--- config.mk ---
export PLATFORM = sky130hd
export DESIGN_NAME = mode_blink_code_led
export DESIGN_NICKNAME = d
export VERILOG_FILES = /design/src/hw/rtl/mbcl_pkg.sv /design/src/hw/rtl/mode_blink_code_led.sv
export SDC_FILE = /design/constraint.sdc
export NUM_CORES = 1
export LEC_CHECK = 0
export BUFFER_PORTS_ARGS = -buffer_cell sky130_fd_sc_hd__buf_2
export CAP_MARGIN = 20
export CORE_UTILIZATION = 50
export CTS_CLUSTER_DIAMETER = 80
export DETAILED_ROUTE_END_ITERATION = 8
export HOLD_SLACK_MARGIN = 0.1
export PLACE_DENSITY = 0.68
export SYNTH_ARGS = -nofsm -noshare
export SYNTH_HDL_FRONTEND = slang
export SYNTH_SLANG_ARGS = --single-unit
--- constraint.sdc ---
create_clock -name clock -period 15.31 [get_ports clock]
set_clock_uncertainty 0.1 [all_clocks]
set_input_delay 0.7655 -clock clock [delete_from_list [all_inputs] [get_ports clock]]
set_output_delay 0.7655 -clock clock [all_outputs]
set_load 0.05 [all_outputs]
--- src/hw/rtl/mbcl_pkg.sv ---
// Package: shared types, constants and the blink-plan lookup for the mode blink-code LED.
package mbcl_pkg;

   localparam int unsigned DurW      = 16;
   localparam int unsigned TimeW     = 32;
   localparam int unsigned ModeW     = 5;
   localparam int unsigned PulseW    = 5;
   localparam int unsigned CsrAddrW  = 3;
   localparam int unsigned ModeCntW  = 7;
   localparam int unsigned DefModeCount = 32;
   localparam int unsigned ReqDataW  = 40;
   localparam int unsigned RspDataW  = 8;

   // Longest pattern over all 5-bit modes: user number 29 gives 2 long + 9 short.
   localparam logic [PulseW-1:0] MaxPulses = 5'd11;

   localparam logic [DurW-1:0] RstShortOn  = 16'd200;
   localparam logic [DurW-1:0] RstLongOn   = 16'd800;
   localparam logic [DurW-1:0] RstGapShort = 16'd400;
   localparam logic [DurW-1:0] RstGapLong  = 16'd400;
   localparam logic [DurW-1:0] RstPause    = 16'd1200;

   typedef enum logic [1:0] {
      CMD_TICK     = 2'd0,
      CMD_SET_MODE = 2'd1,
      CMD_SET_OVR  = 2'd2,
      CMD_RESTART  = 2'd3
   } cmd_type;

   typedef enum logic [CsrAddrW-1:0] {
      CSR_SHORT_ON  = 3'd0,
      CSR_LONG_ON   = 3'd1,
      CSR_GAP_SHORT = 3'd2,
      CSR_GAP_LONG  = 3'd3,
      CSR_PAUSE     = 3'd4
   } csr_addr_type;

   typedef struct packed {
      logic [1:0] tens;   // long pulses at the head of the pattern
      logic [3:0] total;  // long plus short pulses
   } plan_type;

   // User number u = mode + 1; tens long pulses, then (u mod 10) short ones.
   function automatic plan_type blink_plan(input logic [ModeW-1:0] mode);
      logic [5:0] u;
      logic [1:0] t;
      logic [5:0] units;
      plan_type   p;
      u = {1'b0, mode} + 6'd1;
      if (u >= 6'd30) begin
         t = 2'd3;
      end else if (u >= 6'd20) begin
         t = 2'd2;
      end else if (u >= 6'd10) begin
         t = 2'd1;
      end else begin
         t = 2'd0;
      end
      units   = u - 6'(t) * 6'd10;
      p.tens  = t;
      p.total = 4'(units) + 4'(t);
      return p;
   endfunction

   function automatic logic [DurW-1:0] at_least_one(input logic [DurW-1:0] v);
      return (v == '0) ? DurW'(1) : v;
   endfunction

endpackage

--- src/hw/rtl/mode_blink_code_led.sv ---
// Top level: mode blink-code LED sequencer with stream input/output and config write port.
// A status LED blinks the user number (mode + 1): below 10 as that many short pulses,
// from 10 up as the tens in long pulses followed by the units in short pulses, then a
// dark sequence pause, over and over. Each request carries a millisecond timestamp and
// a command (tick, set mode, set override, restart); every request yields exactly one
// response with the LED level, pulses completed and override status after that request.
// Timing: a request is captured in an input register, evaluated against the sequencer
// state combinationally, and the response lands in an output register; one request is
// taken every cycle while the response side keeps up. The critical path is the 32-bit
// elapsed-time subtraction and its compare against a 16-bit duration. While the response
// is not taken, an empty input register still takes one request; after that both stages
// stall. Write the duration registers only while no request is in flight.
module mode_blink_code_led #(
   parameter int unsigned MODE_COUNT = mbcl_pkg::DefModeCount  // 1..99
) (
   input  logic                          clock,
   input  logic                          reset,
   // request stream
   input  logic                          req_tvalid,
   output logic                          req_tready,
   // tdata, from bit 0: time_ms[31:0], mode[36:32], override_on[37],
   //                     override_level[38], zero pad[39]
   input  logic [mbcl_pkg::ReqDataW-1:0] req_tdata,
   // tuser, from bit 0: cmd[1:0]
   input  logic [1:0]                    req_tuser,
   // response stream
   output logic                          rsp_tvalid,
   input  logic                          rsp_tready,
   // tdata, from bit 0: led_on[0], pulses completed[5:1], override in force[6],
   //                     zero pad[7]
   output logic [mbcl_pkg::RspDataW-1:0] rsp_tdata,
   // config write port
   input  logic                          csr_we,
   input  logic [mbcl_pkg::CsrAddrW-1:0] csr_addr,
   input  logic [mbcl_pkg::DurW-1:0]     csr_wdata
);

   localparam int unsigned DurW   = mbcl_pkg::DurW;
   localparam int unsigned TimeW  = mbcl_pkg::TimeW;
   localparam int unsigned ModeW  = mbcl_pkg::ModeW;
   localparam int unsigned PulseW = mbcl_pkg::PulseW;

   // ---------------------------------------------------------------- config
   logic [DurW-1:0] short_on_ff, long_on_ff, gap_short_ff, gap_long_ff, pause_ff;

   always_ff @(posedge clock) begin
      if (reset) begin
         short_on_ff  <= mbcl_pkg::RstShortOn;
         long_on_ff   <= mbcl_pkg::RstLongOn;
         gap_short_ff <= mbcl_pkg::RstGapShort;
         gap_long_ff  <= mbcl_pkg::RstGapLong;
         pause_ff     <= mbcl_pkg::RstPause;
      end else if (csr_we) begin
         // indexes past the register list are dropped
         unique case (mbcl_pkg::csr_addr_type'(csr_addr))
            mbcl_pkg::CSR_SHORT_ON:  short_on_ff  <= csr_wdata;
            mbcl_pkg::CSR_LONG_ON:   long_on_ff   <= csr_wdata;
            mbcl_pkg::CSR_GAP_SHORT: gap_short_ff <= csr_wdata;
            mbcl_pkg::CSR_GAP_LONG:  gap_long_ff  <= csr_wdata;
            mbcl_pkg::CSR_PAUSE:     pause_ff     <= csr_wdata;
            default: ;
         endcase
      end
   end

   // ---------------------------------------------------------- input stage
   logic                  in_valid_ff;
   mbcl_pkg::cmd_type     in_cmd_ff;
   logic [TimeW-1:0]      in_time_ff;
   logic [ModeW-1:0]      in_mode_ff;
   logic                  in_ovr_on_ff;
   logic                  in_ovr_lvl_ff;

   logic rsp_valid_ff;
   logic advance;

   // The evaluate stage moves whenever the response slot is empty or being drained.
   assign advance    = !rsp_valid_ff || rsp_tready;
   assign req_tready = !in_valid_ff || advance;

   always_ff @(posedge clock) begin
      if (reset) begin
         in_valid_ff <= 1'b0;
      end else if (req_tready) begin
         in_valid_ff <= req_tvalid;
      end
   end

   always_ff @(posedge clock) begin
      if (req_tvalid && req_tready) begin
         in_cmd_ff     <= mbcl_pkg::cmd_type'(req_tuser);
         in_time_ff    <= req_tdata[TimeW-1:0];
         in_mode_ff    <= req_tdata[TimeW +: ModeW];
         in_ovr_on_ff  <= req_tdata[TimeW+ModeW];
         in_ovr_lvl_ff <= req_tdata[TimeW+ModeW+1];
      end
   end

   // ------------------------------------------------------- sequencer state
   logic [TimeW-1:0]  last_time_ff, last_time_in;
   logic              led_ff, led_in;
   logic [PulseW-1:0] done_ff, done_in;
   logic [DurW-1:0]   on_dur_ff, on_dur_in;
   logic [DurW-1:0]   off_gap_ff, off_gap_in;
   logic [ModeW-1:0]  mode_ff, mode_in;
   logic              ovr_flag_ff, ovr_flag_in;
   logic              ovr_val_ff, ovr_val_in;

   mbcl_pkg::plan_type plan;
   logic [TimeW-1:0]   elapsed;
   logic               seq_done;
   logic               pulse_long;
   logic               mode_ok;

   assign plan       = mbcl_pkg::blink_plan(mode_ff);
   assign elapsed    = in_time_ff - last_time_ff;
   assign seq_done   = done_ff >= PulseW'(plan.total);
   assign pulse_long = done_ff < PulseW'(plan.tens);
   assign mode_ok    = {2'b00, in_mode_ff} < mbcl_pkg::ModeCntW'(MODE_COUNT);

   always_comb begin
      last_time_in = last_time_ff;
      led_in       = led_ff;
      done_in      = done_ff;
      on_dur_in    = on_dur_ff;
      off_gap_in   = off_gap_ff;
      mode_in      = mode_ff;
      ovr_flag_in  = ovr_flag_ff;
      ovr_val_in   = ovr_val_ff;
      unique case (in_cmd_ff)
         mbcl_pkg::CMD_TICK: begin
            if (ovr_flag_ff) begin
               led_in = ovr_val_ff;
            end else if (seq_done) begin
               // pattern finished: stay dark through the pause, then start over
               led_in = 1'b0;
               if (elapsed >= TimeW'(pause_ff)) begin
                  done_in      = '0;
                  off_gap_in   = mbcl_pkg::at_least_one(gap_short_ff);
                  last_time_in = in_time_ff;
               end
            end else if (!led_ff) begin
               if (elapsed >= TimeW'(mbcl_pkg::at_least_one(off_gap_ff))) begin
                  on_dur_in    = mbcl_pkg::at_least_one(pulse_long ? long_on_ff
                                                                   : short_on_ff);
                  led_in       = 1'b1;
                  last_time_in = in_time_ff;
               end
            end else begin
               if (elapsed >= TimeW'(on_dur_ff)) begin
                  led_in       = 1'b0;
                  last_time_in = in_time_ff;
                  done_in      = done_ff + PulseW'(1);
                  off_gap_in   = mbcl_pkg::at_least_one(pulse_long ? gap_long_ff
                                                                   : gap_short_ff);
               end
            end
         end
         mbcl_pkg::CMD_SET_MODE: begin
            if (mode_ok) begin
               mode_in = in_mode_ff;
               if (in_mode_ff != mode_ff && !ovr_flag_ff) begin
                  done_in      = '0;
                  off_gap_in   = mbcl_pkg::at_least_one(gap_short_ff);
                  last_time_in = in_time_ff;
                  led_in       = 1'b0;
               end
            end
         end
         mbcl_pkg::CMD_SET_OVR: begin
            ovr_flag_in = in_ovr_on_ff;
            ovr_val_in  = in_ovr_lvl_ff;
            if (in_ovr_on_ff) begin
               led_in = in_ovr_lvl_ff;
            end else if (ovr_flag_ff) begin
               // leaving override restarts the pattern
               done_in      = '0;
               off_gap_in   = mbcl_pkg::at_least_one(gap_short_ff);
               last_time_in = in_time_ff;
               led_in       = 1'b0;
            end
         end
         mbcl_pkg::CMD_RESTART: begin
            if (!ovr_flag_ff) begin
               done_in      = '0;
               off_gap_in   = mbcl_pkg::at_least_one(gap_short_ff);
               last_time_in = in_time_ff;
               led_in       = 1'b0;
            end
         end
         default: ;
      endcase
   end

   logic step;
   assign step = in_valid_ff && advance;

   always_ff @(posedge clock) begin
      if (reset) begin
         last_time_ff <= '0;
         led_ff       <= 1'b0;
         done_ff      <= '0;
         on_dur_ff    <= mbcl_pkg::RstShortOn;
         off_gap_ff   <= mbcl_pkg::RstGapShort;
         mode_ff      <= '0;
         ovr_flag_ff  <= 1'b0;
         ovr_val_ff   <= 1'b0;
      end else if (step) begin
         last_time_ff <= last_time_in;
         led_ff       <= led_in;
         done_ff      <= done_in;
         on_dur_ff    <= on_dur_in;
         off_gap_ff   <= off_gap_in;
         mode_ff      <= mode_in;
         ovr_flag_ff  <= ovr_flag_in;
         ovr_val_ff   <= ovr_val_in;
      end
   end

   // -------------------------------------------------------- response stage
   localparam int unsigned RspDataW_L = mbcl_pkg::RspDataW;
   logic [RspDataW_L-1:0] rsp_data_ff;

   always_ff @(posedge clock) begin
      if (reset) begin
         rsp_valid_ff <= 1'b0;
      end else if (advance) begin
         rsp_valid_ff <= in_valid_ff;
      end
   end

   always_ff @(posedge clock) begin
      if (step) begin
         rsp_data_ff <= {1'b0, ovr_flag_in, done_in, led_in};
      end
   end

   assign rsp_tvalid = rsp_valid_ff;
   assign rsp_tdata  = rsp_data_ff;

   // ------------------------------------------------------------ assertions
   a_done_bounded: assert property (@(posedge clock) disable iff (reset)
      done_ff <= mbcl_pkg::MaxPulses)
      else $error("pulse count ran past the longest pattern");

   a_gap_nonzero: assert property (@(posedge clock) disable iff (reset)
      (off_gap_ff != '0) && (on_dur_ff != '0))
      else $error("a zero duration reached the sequencer state");

   a_ovr_level: assert property (@(posedge clock) disable iff (reset)
      ovr_flag_ff |-> (led_ff == ovr_val_ff))
      else $error("LED left the override level while override is in force");

   a_step_fills_rsp: assert property (@(posedge clock) disable iff (reset)
      step |=> (rsp_tvalid && rsp_tdata[0] == led_ff && rsp_tdata[6] == ovr_flag_ff))
      else $error("response does not match the updated state");

endmodule

Word-level counts from Yosys, hierarchy flattened:

Cells that the tools add are included.

* bits of input ports: 66
* bits in registers: 207
* word-level logic and storage cells: 131
* output and inout port bits: 10

* bitwise operators: 3
* eq/ne operators: 18
* add/sub/neg operators: 5
* reduce and logical (&&, ||, !) cells: 24
* order comparisons: 8
* multipliers: 1
* mux-type cells: 51

Operator list (number)
* $mux W32: 10
* $mux W16: 15
* $pmux W32 S4: 1
* $ge A32 B16 Y1: 3
* $logic_not A16 Y1: 4
* $pmux W16 S4: 1
* $mux W5: 9
* $sub A32 B32 Y32: 1
* $pmux W5 S4: 1
* $reduce_and A9 Y1: 2
* $reduce_and A2 Y1: 7
* $ge A6 B5 Y1 const B: 2
* $mux W1: 11
* $ne A2 B2 Y1 const B: 5
* $ne A3 B3 Y1 const B: 3
* $ne A4 B4 Y1 const B: 2
* $add A5 B1 Y6 const B: 1
* $eq A3 B2 Y1 const B: 2
* $ge A6 B4 Y1 const B: 1
* $reduce_and A6 Y1: 1
* $add A5 B1 Y5 const B: 1
* $ge A5 B4 Y1: 1
* $lt A5 B2 Y1: 1
* $ne A5 B5 Y1: 1
* other kinds (15): 24

Depth between registers and ports, before layout:

Gate-level depths: netlist of run 1.

* depth in word-level cells: 14
* mapped depth: 25
* gate-level depth less buffers: 23

Worst setup path after synthesis of run 1:

No wires, ideal clock.

* path type: register -> register
* start point: reg mode_ff[0]
* end point: reg on_dur_ff[6]
* cell stages (with the launch flop): 22
* arrival: 4881 ps
* library setup time: 120 ps
* required time: 15090 ps
* setup slack: 10209 ps
* path buffers: 2
* clock period less this slack: 5101 ps
* cells stage by stage: dfxtp_1 > ha_1 > clkbuf_1 > nand2b_1 > a21oi_1 > a32o_1 > a22o_1 > a221oi_1 > inv_1 > fa_1 > ha_1 > ha_1 > a21o_1 > a21o_1 > a211oi_1 > nand2_1 > nor2_1 > nand2_1 > a41oi_1 > buf_2 > nor2_1 > a211o_1

* longest elaborated chain between the ends: 11
* elaborated cells on any way between the ends: 17
* those cells by class: add/sub (3); mul (1); order compare (5); mux (5); bitwise (1); reduce/logical (2)

Ends and longest elaborated chain
* start, declared: line mode_blink_code_led.sv:105 `logic [ModeW-1:0] mode_ff, mode_in;`
* start signal, assigned: line mode_blink_code_led.sv:214 `mode_ff <= mode_in;`
* $add A5 B1 Y6 *: line mbcl_pkg.sv:49 `u = {1'b0, mode} + 6'd1;`
* $ge A6 B4 Y1: line mbcl_pkg.sv:54 `end else if (u >= 6'd10) begin`
* $mux W1: line mbcl_pkg.sv:54
* $mux W2: line mbcl_pkg.sv:52 `end else if (u >= 6'd20) begin`
* $mux W2: line mbcl_pkg.sv:50 `if (u >= 6'd30) begin`
* $mul A2 B3 Y3: line mbcl_pkg.sv:59 `units = u - 6'(t) * 6'd10;`
* $sub A4 B4 Y4: line mbcl_pkg.sv:59
* $add A4 B2 Y4: line mbcl_pkg.sv:61 `p.total = 4'(units) + 4'(t);`
* $ge A5 B4 Y1: line mode_blink_code_led.sv:117 `assign seq_done = done_ff >= PulseW'(plan.total);`
* $not A1 Y1 (no line)
* $reduce_and A6 Y1 (no line)
* end signal, assigned: line mode_blink_code_led.sv:203 `on_dur_ff <= mbcl_pkg::RstShortOn;`
* end signal, assigned: line mode_blink_code_led.sv:212 `on_dur_ff <= on_dur_in;`
* end, declared: line mode_blink_code_led.sv:103 `logic [DurW-1:0] on_dur_ff, on_dur_in;`

Every way passes the cells marked *; elsewhere a longest branch is shown, timed or not.
A chain may end at the register's enable or synchronous reset.

Final worst setup path of run 1:

* start point: reg mode_ff[1]
* end point: reg off_gap_ff[4]

* longest elaborated chain between the ends: 14
* elaborated cells on any way between the ends: 27
* those cells by class: add/sub (3); mul (1); order compare (5); eq/ne (5); mux (10); reduce/logical (3)

Ends and longest elaborated chain
* branches (longest 14 deep; another with $add A5 B1 Y6)
* end signal, assigned: line mode_blink_code_led.sv:204 `off_gap_ff <= mbcl_pkg::RstGapShort;`
* end signal, assigned: line mode_blink_code_led.sv:213 `off_gap_ff <= off_gap_in;`
* end, declared: line mode_blink_code_led.sv:104 `logic [DurW-1:0] off_gap_ff, off_gap_in;`

Several ways; the timed one is not identified. The select of a mux whose other input is x is not followed.

==> flow_summary.ini, run 1 <==
[setup_path]
worst_setup_path_end_kind = flop
critical_path_class = reg2reg
cp_data_arrival_time_ns = 6.36
critPathMaxFanout = 16
cp.required_ns = 15.65
start_kind = flop

[clock_tree]
clk_path_buf_depth = 3
clk_pin_slew_ns = 0.06
cts_tree = yes
cts-htree-levels = 1
clk_latency_ns = 0.52
cts.sinks = 207
cts_buffers = 23
ctsResizeCount = 0
ctsHoldBuffers = 0
postCtsSetupBuffers = 0
root_buffer = clkbuf_16

[floorplanning]
ios = 76
die_y_microns = 157
die-area_sq_mm = 0.0247
fp.dieW_microns = 157
initial_core_util_pct = 51.1
core_sq_mm = 0.0235
rows = 56

[pwr]
irDropWorstVdd_mv = 0.0759
cellPowerDensity_mw_per_mm2 = 105
p_leak_nw = 5.14

[global_route]
overflow = 0
grt_start_max_net_pins = 106
grt_pass1_wl_microns = 46300
gr-usage-all-layers_pct = 23.3
antenna_found_initial = 0
grt_pass1_vias = 9293

[synth]
synth.area.top_cells = dfxtp_1, edfxtp_1, ha_1
synth_cell_types = 85
yosysTopAreaCellShare_pct = 26.5
synth_fp_nets = 1558
synth.avg_cell_area_sq_um = 8.60
synth.ff_latch_count = 207
ys_seq_area_share_pct = 38.4
synth-edff-count = 48
yosysWarnings = 0
synth_ff_type = dfxtp_1
async_reset_ff_share_pct = 0
yosysTopAreaCell = dfxtp_1
netlist_instances = 1399
synth_area_sq_mm = 0.0120

[routing]
drt_iter0_markers = 557
vias = 9960
firstDrtPassIters = 5
viasPerCell = 5.66
detail-route-antenna-nets = 0
wire_per_inst_microns = 16.1
drt_wl_total_microns = 28400
drt_drc_violations_left = 0

[placement]
hpwl_microns = 20600
place_congestion = 0.915
portBuffers = 73

[timing]
timing.hold.ws_ns = 0.325
tightestPinTransition_ns = 1.09
finalHoldViolCount = 0
final.setup.tns_ns = 0
setup_viol = 0
fin_crit_sh_pct = 39.3
maxSlewViolCount = 0
max_slew_margin_pct = 27.5
layout_min_cycle_time_ns = 6.02
rsz0062_at_grt = no
max_freq_ghz = 0.166

[finish]
drive_above_1_share_pct = 10.8
mostFrequentLayoutCells = nand2_1, dfxtp_1, a21oi_1
reg_top3 = in_time_ff (32), last_time_ff (32)
final_nets = 1583
synthToLayoutAreaGrowth_pct = 9.85
final_common_cell = nand2_1
n_antenna_cell = 0

[hold_path]
hold_class = in2reg

[job]
cap_viol_max_count = 0

[run_status]
outcome = finished, final reports clean
## synthesized netlist by cell type, drive strengths merged (13+ instances only)
library cell,n
nand4,25
clkbuf,56
buf,21
a21o,20
a21oi,135
nand3b,19
nand3,23
nand2b,13
a31oi,19
nor2,110
o21ai,42
a211oi,31
xor2,16
mux2i,57
a22oi,16
nand2,209
nor4,23
xnor2,16
inv,107
ha,91
edfxtp,48
dfxtp,159
## worst paths after layout
check	from	endpoint	slack, ns	depth (start not counted)
max	mode_ff[1]	off_gap_ff[4]	9.29	21
min	req_tdata[29]	in_time_ff[29]	0.32	1
max reg2reg	mode_ff[1]	off_gap_ff[4]	9.29	21
min reg2reg	pause_ff[2]	pause_ff[2]	0.36	2
## critical path: stages, from the launching register on
cell and delay, ns:
dfxtp_1 0.43, inv_1 0.09, ha_1 0.41, nand2b_1 0.11
a32o_1 0.25, a22o_1 0.22, a221oi_1 0.50, inv_1 0.16
fa_1 0.41, inv_1 0.06, ha_1 0.25, a21oi_1 0.18
xnor2_1 0.16, xnor2_1 0.10, ha_1 0.31, a211o_1 0.25
nor2_1 0.12, and3_1 0.16, and4_1 0.22, nor2_1 0.74
and3_4 0.50, mux2i_1 0.21
## layer usage
metal	track usage, %	wire (microns)
met5	0	0
met4	8.37	890
met3	2.92	1220
met2	38.6	13100
met1	31.0	13200
## kinds of logic (layout without fill, tap and decap cells)
family | count (synthesis) | after routing | synth area share (%)
fa+ha+maj | 93 | 93 | 9.79
compound gates | 339 | 339 | 18.9
flops | 207 | 207 | 38.4
buf+inv | 184 | 225 | 6.30
simple gates | 479 | 479 | 18.8
xor+xnor | 32 | 32 | 2.33
other cells | 1 | 1 | 0.0312
mux | 64 | 64 | 5.40
## power by group
group	switching, mW	internal, mW	leakage (nW)
registers	0.0138	0.580	1.76
clock network	0.221	0.315	0.360
logic	0.155	0.0960	3.02
## metrics by stage
step	cell area, sq um	utilization (%)	power (mW)	instances	setup slack, ns
after floorplan	12000	-	0.790	1399	10.21
after global placement	12500	53.0	0.846	1716	9.40
after detailed placement	12500	53.0	0.853	1716	9.27
after CTS	13200	56.0	1.39	1757	9.26
after global routing	13200	56.1	1.45	1759	8.88
final	13200	56.1	1.38	1759	9.29
## layout make-up
type,count,area (sq um)
Multi-Input combinational cell,1008,6660
Sequential cell,207,4620
Inverter,107,402
Tap cell,319,399
Fill cell,2207,10300
Clock buffer,30,612
Clock inverter,11,111
Timing Repair Buffer,77,410
(Power assumes the default switching activity.)
==> run 2, diff against run 1 <==
- PLACE_DENSITY: 0.68 -> 0.7
- clock period: 15.31 -> 4.87 ns (I/O delays scaled with it)
==> run 2 against run 1 <==
  * Cell area rose by 10%
  * Non-clock buffer count rose by 108
  * Die area did not move
  * Count of clock-buffer cells in the layout rose by 2
  * Sequential power rose to 3.1 times the previous value
  * Worst setup slack got worse by 9.2 ns
  * Register-to-register slack got worse by 9.2 ns
  * Utilization rose by 5.6 points
  * Critical path depth did not move
  * Cell count rose by 6.3%
  * Hold slack got worse by 0.29 ns
  * First-iteration DRC count rose by 38%
  * Largest power group unchanged
==> flow_summary.ini, run 2 (synthesis gave the netlist of run 1 again) <==
[routing]
drt_wl_total_microns = 31100
dr.max_layer_used = met4
wl_met2_microns = 14700
firstDrtPassIters = 7
wire_per_inst_microns = 16.6
wl_met1_microns = 13700
viasPerCell = 5.66
vias = 10600
drt_iter0_markers = 768
drt_drc_violations_left = 0
detail-route-antenna-nets = 0
wl_met3_microns = 1480

[hold_path]
hold_class = in2reg

[placement]
hpwl_microns = 21000
place_congestion = 0.893
dp_cells = 1750
portBuffers = 73

[global_route]
antenna_found_initial = 0
overflow = 0
grt_start_max_net_pins = 94
grt_pass1_vias = 10100
grt_pass1_wl_microns = 50100
gr-usage-all-layers_pct = 25.2

[setup_path]
critPathMaxFanout = 8
critical_path_class = reg2reg
worst_setup_path_end_kind = flop
cp.required_ns = 5.15
start_kind = flop
cp_data_arrival_time_ns = 5.10

[finish]
multi_input_area_sq_mm = 0.00690
n_antenna_cell = 0
synthToLayoutAreaGrowth_pct = 20.8
final_nets = 1692
seq_area_sq_mm = 0.00463
drive_above_1_share_pct = 15.0
fillers = 2041
mostFrequentLayoutCells = nand2_1, dfxtp_1, a21oi_1
final_cells = 1869
final_common_cell = nand2_1
reg_top3 = in_time_ff (32), last_time_ff (32)

[clock_tree]
cts_buffers = 23
clk_pin_slew_ns = 0.06
root_buffer = clkbuf_16
cts-htree-levels = 1
cts.sinks = 207
clk_latency_ns = 0.53
clk_path_buf_depth = 3
cts_tree = yes

[timing]
rsz0062_at_grt = yes
maxSlewViolCount = 0
setup_viol = 0
layout_min_cycle_time_ns = 4.82
max_freq_ghz = 0.208
max_slew_margin_pct = 35.5
final.setup.tns_ns = 0
finalHoldViolCount = 0
tightestPinTransition_ns = 0.967
fin_crit_sh_pct = 98.9

[floorplanning]
core_sq_mm = 0.0235
die-area_sq_mm = 0.0247
fp.dieW_microns = 157
die_y_microns = 157
rows = 56
ios = 76
initial_core_util_pct = 51.1

[pwr]
irDropWorstVdd_mv = 0.240
cellPowerDensity_mw_per_mm2 = 305
p_leak_nw = 5.69

[run_status]
outcome = finished, final reports clean

[job]
cap_viol_max_count = 0
run 2: cell type report:
class                           count  area share, %
Multi-Input combinational cell   1009           47.5
Sequential cell                   207           31.9
Timing Repair Buffer              185           10.3
Clock buffer                       32           4.26
Inverter                          107           2.78
Tap cell                          319           2.75
Clock inverter                     10          0.585
run 2: what timing repair did:
action | 4_1_cts | 5_1_grt
setup endpoints to repair | 57 | 73
hold endpoints to repair | 123 | 1
hold buffers | 62 | 1
buffers inserted | 4 | 5
pin swaps | 12 | 21
gates resized for setup | 22 | 31
cloned | 3 | 1
run 2: layer usage:
metal | vias to the layer above | GRT usage (%)
met5 | - | 0
met4 | 0 | 10.2
met3 | 81 | 3.08
met2 | 298 | 42.6
met1 | 4964 | 32.5
li1 | 5242 | -
run 2: final timing paths:
path | slack [ns] | cells after the start | startpoint | to
worst max-delay path | 0.05 | 21 | mode_ff[1] | last_time_ff[15]
worst min-delay path | 0.03 | 5 | csr_addr[0] | long_on_ff[13]
worst max register to register | 0.05 | 21 | mode_ff[1] | last_time_ff[15]
worst min register to register | 0.36 | 2 | pause_ff[6] | pause_ff[6]
run 2: stage by stage:
stage | setup WS [ns] | hold slack, ns | power [mW] | area (sq um) | utilization (%)
2_1_floorplan | 0.00219 | 0.242 | 2.48 | 12100 | -
3_3_place_gp | -0.0284 | 0.320 | 2.69 | 12800 | 54.3
3_5_place_dp | -0.190 | 0.322 | 2.72 | 12800 | 54.3
4_1_cts | 0.00504 | 0.232 | 4.42 | 14300 | 60.8
5_1_grt | -0.156 | 0.108 | 4.65 | 14500 | 61.7
6_report | 0.0520 | 0.0342 | 4.44 | 14500 | 61.7
run 2: critical path, stage by stage (launching register included):
cell	delay (ns)
dfxtp_4	0.37
buf_6	0.11
and3_4	0.16
buf_6	0.12
a32o_1	0.23
a22o_1	0.21
a221oi_2	0.30
inv_1	0.12
fa_2	0.60
ha_4	0.21
ha_4	0.20
a21o_1	0.17
a21o_1	0.20
a211o_4	0.37
o211ai_1	0.12
a21oi_2	0.09
a32oi_1	0.21
o211a_2	0.23
buf_6	0.15
buf_12	0.15
mux2i_1	0.19
nor2_1	0.05
run 2: power by group:
group          internal [mW]  switching (mW)  leakage, nW
Clock                  0.945           0.703        0.346
Combinational          0.392           0.530         3.58
Sequential              1.82          0.0445         1.76
==> run 3, diff against run 2 <==
- CTS_BUF_LIST: unset -> sky130_fd_sc_hd__clkbuf_16
==> run 3 against run 2 <==
  * Cell count unchanged
  * Non-clock buffer count unchanged
  * Sequential power about the same
  * Sequential cell count unchanged
  * Fmax about the same
==> flow_summary.ini, run 3 (synthesis gave the netlist of run 1 again) <==
[setup_path]
reg2reg_from = mode_ff[1]
ff2ff_path_depth = 21
crit_family = compound AO/OA/AOI/OAI gates
worst_setup_path_end_kind = flop
critical_path_class = reg2reg
critPathMaxFanout = 8
cp_common_cell = buf_6
max_stage_delay_ns = 0.60
crit_path_cell_trace = buf_6 -> and3_4 -> buf_6 -> a32o_1 -> a22o_1 -> a221oi_2 -> inv_1 -> fa_2 -> ha_4 -> ha_4 -> a21o_1 -> a21o_1 -> a211o_4 -> o211ai_1 -> a21oi_2 -> a32oi_1 -> o211a_2 -> buf_6 -> buf_12 -> mux2i_1 -> nor2_1
cp.required_ns = 5.15
cp_data_arrival_time_ns = 5.10
r2r_slack_ns = 0.05
cp_slowest_cell = fa_2
crit_buf_inv = 5
start_kind = flop
worstReg2RegEnd = last_time_ff[15]

[global_route]
grt_pass1_vias = 10100
grtUsageMet2_pct = 42.5
antenna_found_initial = 0
overflow = 0
grt_start_max_net_pins = 94
grt_busiest_layer = met2
grt_pass1_wl_microns = 50000
gr-usage-all-layers_pct = 25.2
gr-usage-met3_pct = 3.08
use_met1_pct = 32.6

[routing]
wire_per_inst_microns = 16.6
firstDrtPassIters = 7
vias = 10600
detail-route-antenna-nets = 0
drt_drc_violations_left = 0
viasPerCell = 5.67
drt_iter0_markers = 741
drt_wl_total_microns = 31000

[clock_tree]
cts_tree = yes
clk_latency_ns = 0.53
root_buffer = clkbuf_16
clk_pin_slew_ns = 0.06
cts-htree-levels = 1
clk_path_buf_depth = 3
cts_buffers = 23
cts.sinks = 207

[pwr]
irDropWorstVdd_mv = 0.240
intPower_mw = 3.13
swShare_pct = 29.0
power_frac_clock_pct = 36.6
p_leak_nw = 5.71
p_comb_share_pct = 21.0
cellPowerDensity_mw_per_mm2 = 303
p_sw_mw = 1.28
power_mw = 4.40
p_seq_share_pct = 42.4

[placement]
portBuffers = 73
place_ws_ns = -0.190
hpwl_microns = 21000
dpl_cell_area_sq_mm = 0.0128
place_congestion = 0.893

[job]
cap_viol_max_count = 0

[hold_path]
hold_end = long_on_ff[13]
min-delay-start = csr_addr[0]
hold_class = in2reg
min_path_cells = 5

[timing]
fin_crit_sh_pct = 99.0
setup_viol = 0
maxSlewViolCount = 0
layout_setup_ws_ns = 0.0504
rsz0062_at_grt = yes
max_slew_margin_pct = 35.6
finalHoldViolCount = 0
max_freq_ghz = 0.207
tightestPinTransition_ns = 0.966
layout_min_cycle_time_ns = 4.82

[floorplanning]
core_sq_mm = 0.0235
die_y_microns = 157
die-area_sq_mm = 0.0247
fp.dieW_microns = 157
rows = 56
initial_core_util_pct = 51.1
ios = 76

[finish]
final_common_cell = nand2_1
final_nets = 1692
mostFrequentLayoutCells = nand2_1, dfxtp_1, a21oi_1
postLayoutCellArea_sq_mm = 0.0145
synthToLayoutAreaGrowth_pct = 20.7
reg_top3 = in_time_ff (32), last_time_ff (32)
fillers = 2045
drive_above_1_share_pct = 15.0
n_antenna_cell = 0
multi_input_area_sq_mm = 0.00690
seq_area_sq_mm = 0.00463

[run_status]
outcome = finished, final reports clean
## run 3: cell types whose count changed in the layout (fill, tap and decap cells not counted)
cell      previous run  this run
dfxtp_2              0         1
dfxtp_4              2         1
clkinv_1             4         5
clkbuf_8             1         0
inv_1              105       113
clkbuf_1             8         0
## run 3: power by group through the flow
stage	combinational [mW]	clock (mW)	sequential (mW)
after floorplan	0.584	0	1.90
after global placement	0.789	0	1.90
after detailed placement	0.813	0	1.90
after CTS	0.882	1.64	1.87
after global routing	1.02	1.72	1.88
final	0.923	1.61	1.87
## run 3: worst max path at each step
| stage | startpoint | end | slack (ns) | depth (start not counted) |
|---|---|---|---|---|
| 6_report | mode_ff[1] | last_time_ff[15] | 0.05 | 21 |
| 5_1_grt | mode_ff[1] | last_time_ff[14] | -0.16 | 21 |
| 4_1_cts | in_time_ff[0] | last_time_ff[14] | 0.005 | 22 |
| 3_5_place_dp | mode_ff[1] | last_time_ff[14] | -0.19 | 20 |
| 3_3_place_gp | mode_ff[1] | last_time_ff[16] | -0.03 | 20 |
| 2_1_floorplan | mode_ff[0] | off_gap_ff[10] | 0.002 | 22 |
## run 3: what timing repair did
action                                 CTS  global route
hold buffers                            62             1
endpoints found under the hold margin  123             1
pin swaps                               12            21
setup endpoints to repair               57            74
buffers inserted                         4             5
gates cloned                             3             1
gates resized for setup                 21            31
## run 3: routing by layer
metal | routed length [microns] | vias to the layer above
met5 | 0 | -
met4 | 1150 | 0
met3 | 1360 | 76
met2 | 14600 | 295
met1 | 13900 | 4972
li1 | - | 5245
## run 3: worst register-to-register path, stage by stage (launching register included)
cell	delay (ns)
dfxtp_4	0.37
buf_6	0.12
and3_4	0.16
buf_6	0.12
a32o_1	0.23
a22o_1	0.21
a221oi_2	0.30
inv_1	0.12
fa_2	0.60
ha_4	0.22
ha_4	0.21
a21o_1	0.17
a21o_1	0.20
a211o_4	0.37
o211ai_1	0.12
a21oi_2	0.09
a32oi_1	0.21
o211a_2	0.23
buf_6	0.15
buf_12	0.15
mux2i_1	0.19
nor2_1	0.06
## run 3: cell type report
cell class / instances / area share [%]
Timing Repair Buffer: 185 / 10.3
Inverter: 107 / 2.78
Clock inverter: 19 / 0.818
Clock buffer: 23 / 3.96
Tap cell: 319 / 2.75
Multi-Input combinational cell: 1009 / 47.5
Sequential cell: 207 / 31.9
## run 3: metrics by stage
stage	hold WS [ns]	setup TNS, ns	util, %	std cells
finish	0.0379	0	61.7	1869
detailed placement	0.322	-7.32	54.3	1750
global route	0.108	-4.43	61.7	1869
CTS	0.232	0	60.7	1861
global placement	0.320	-0.417	54.3	1750
floorplan	0.242	0	-	1399
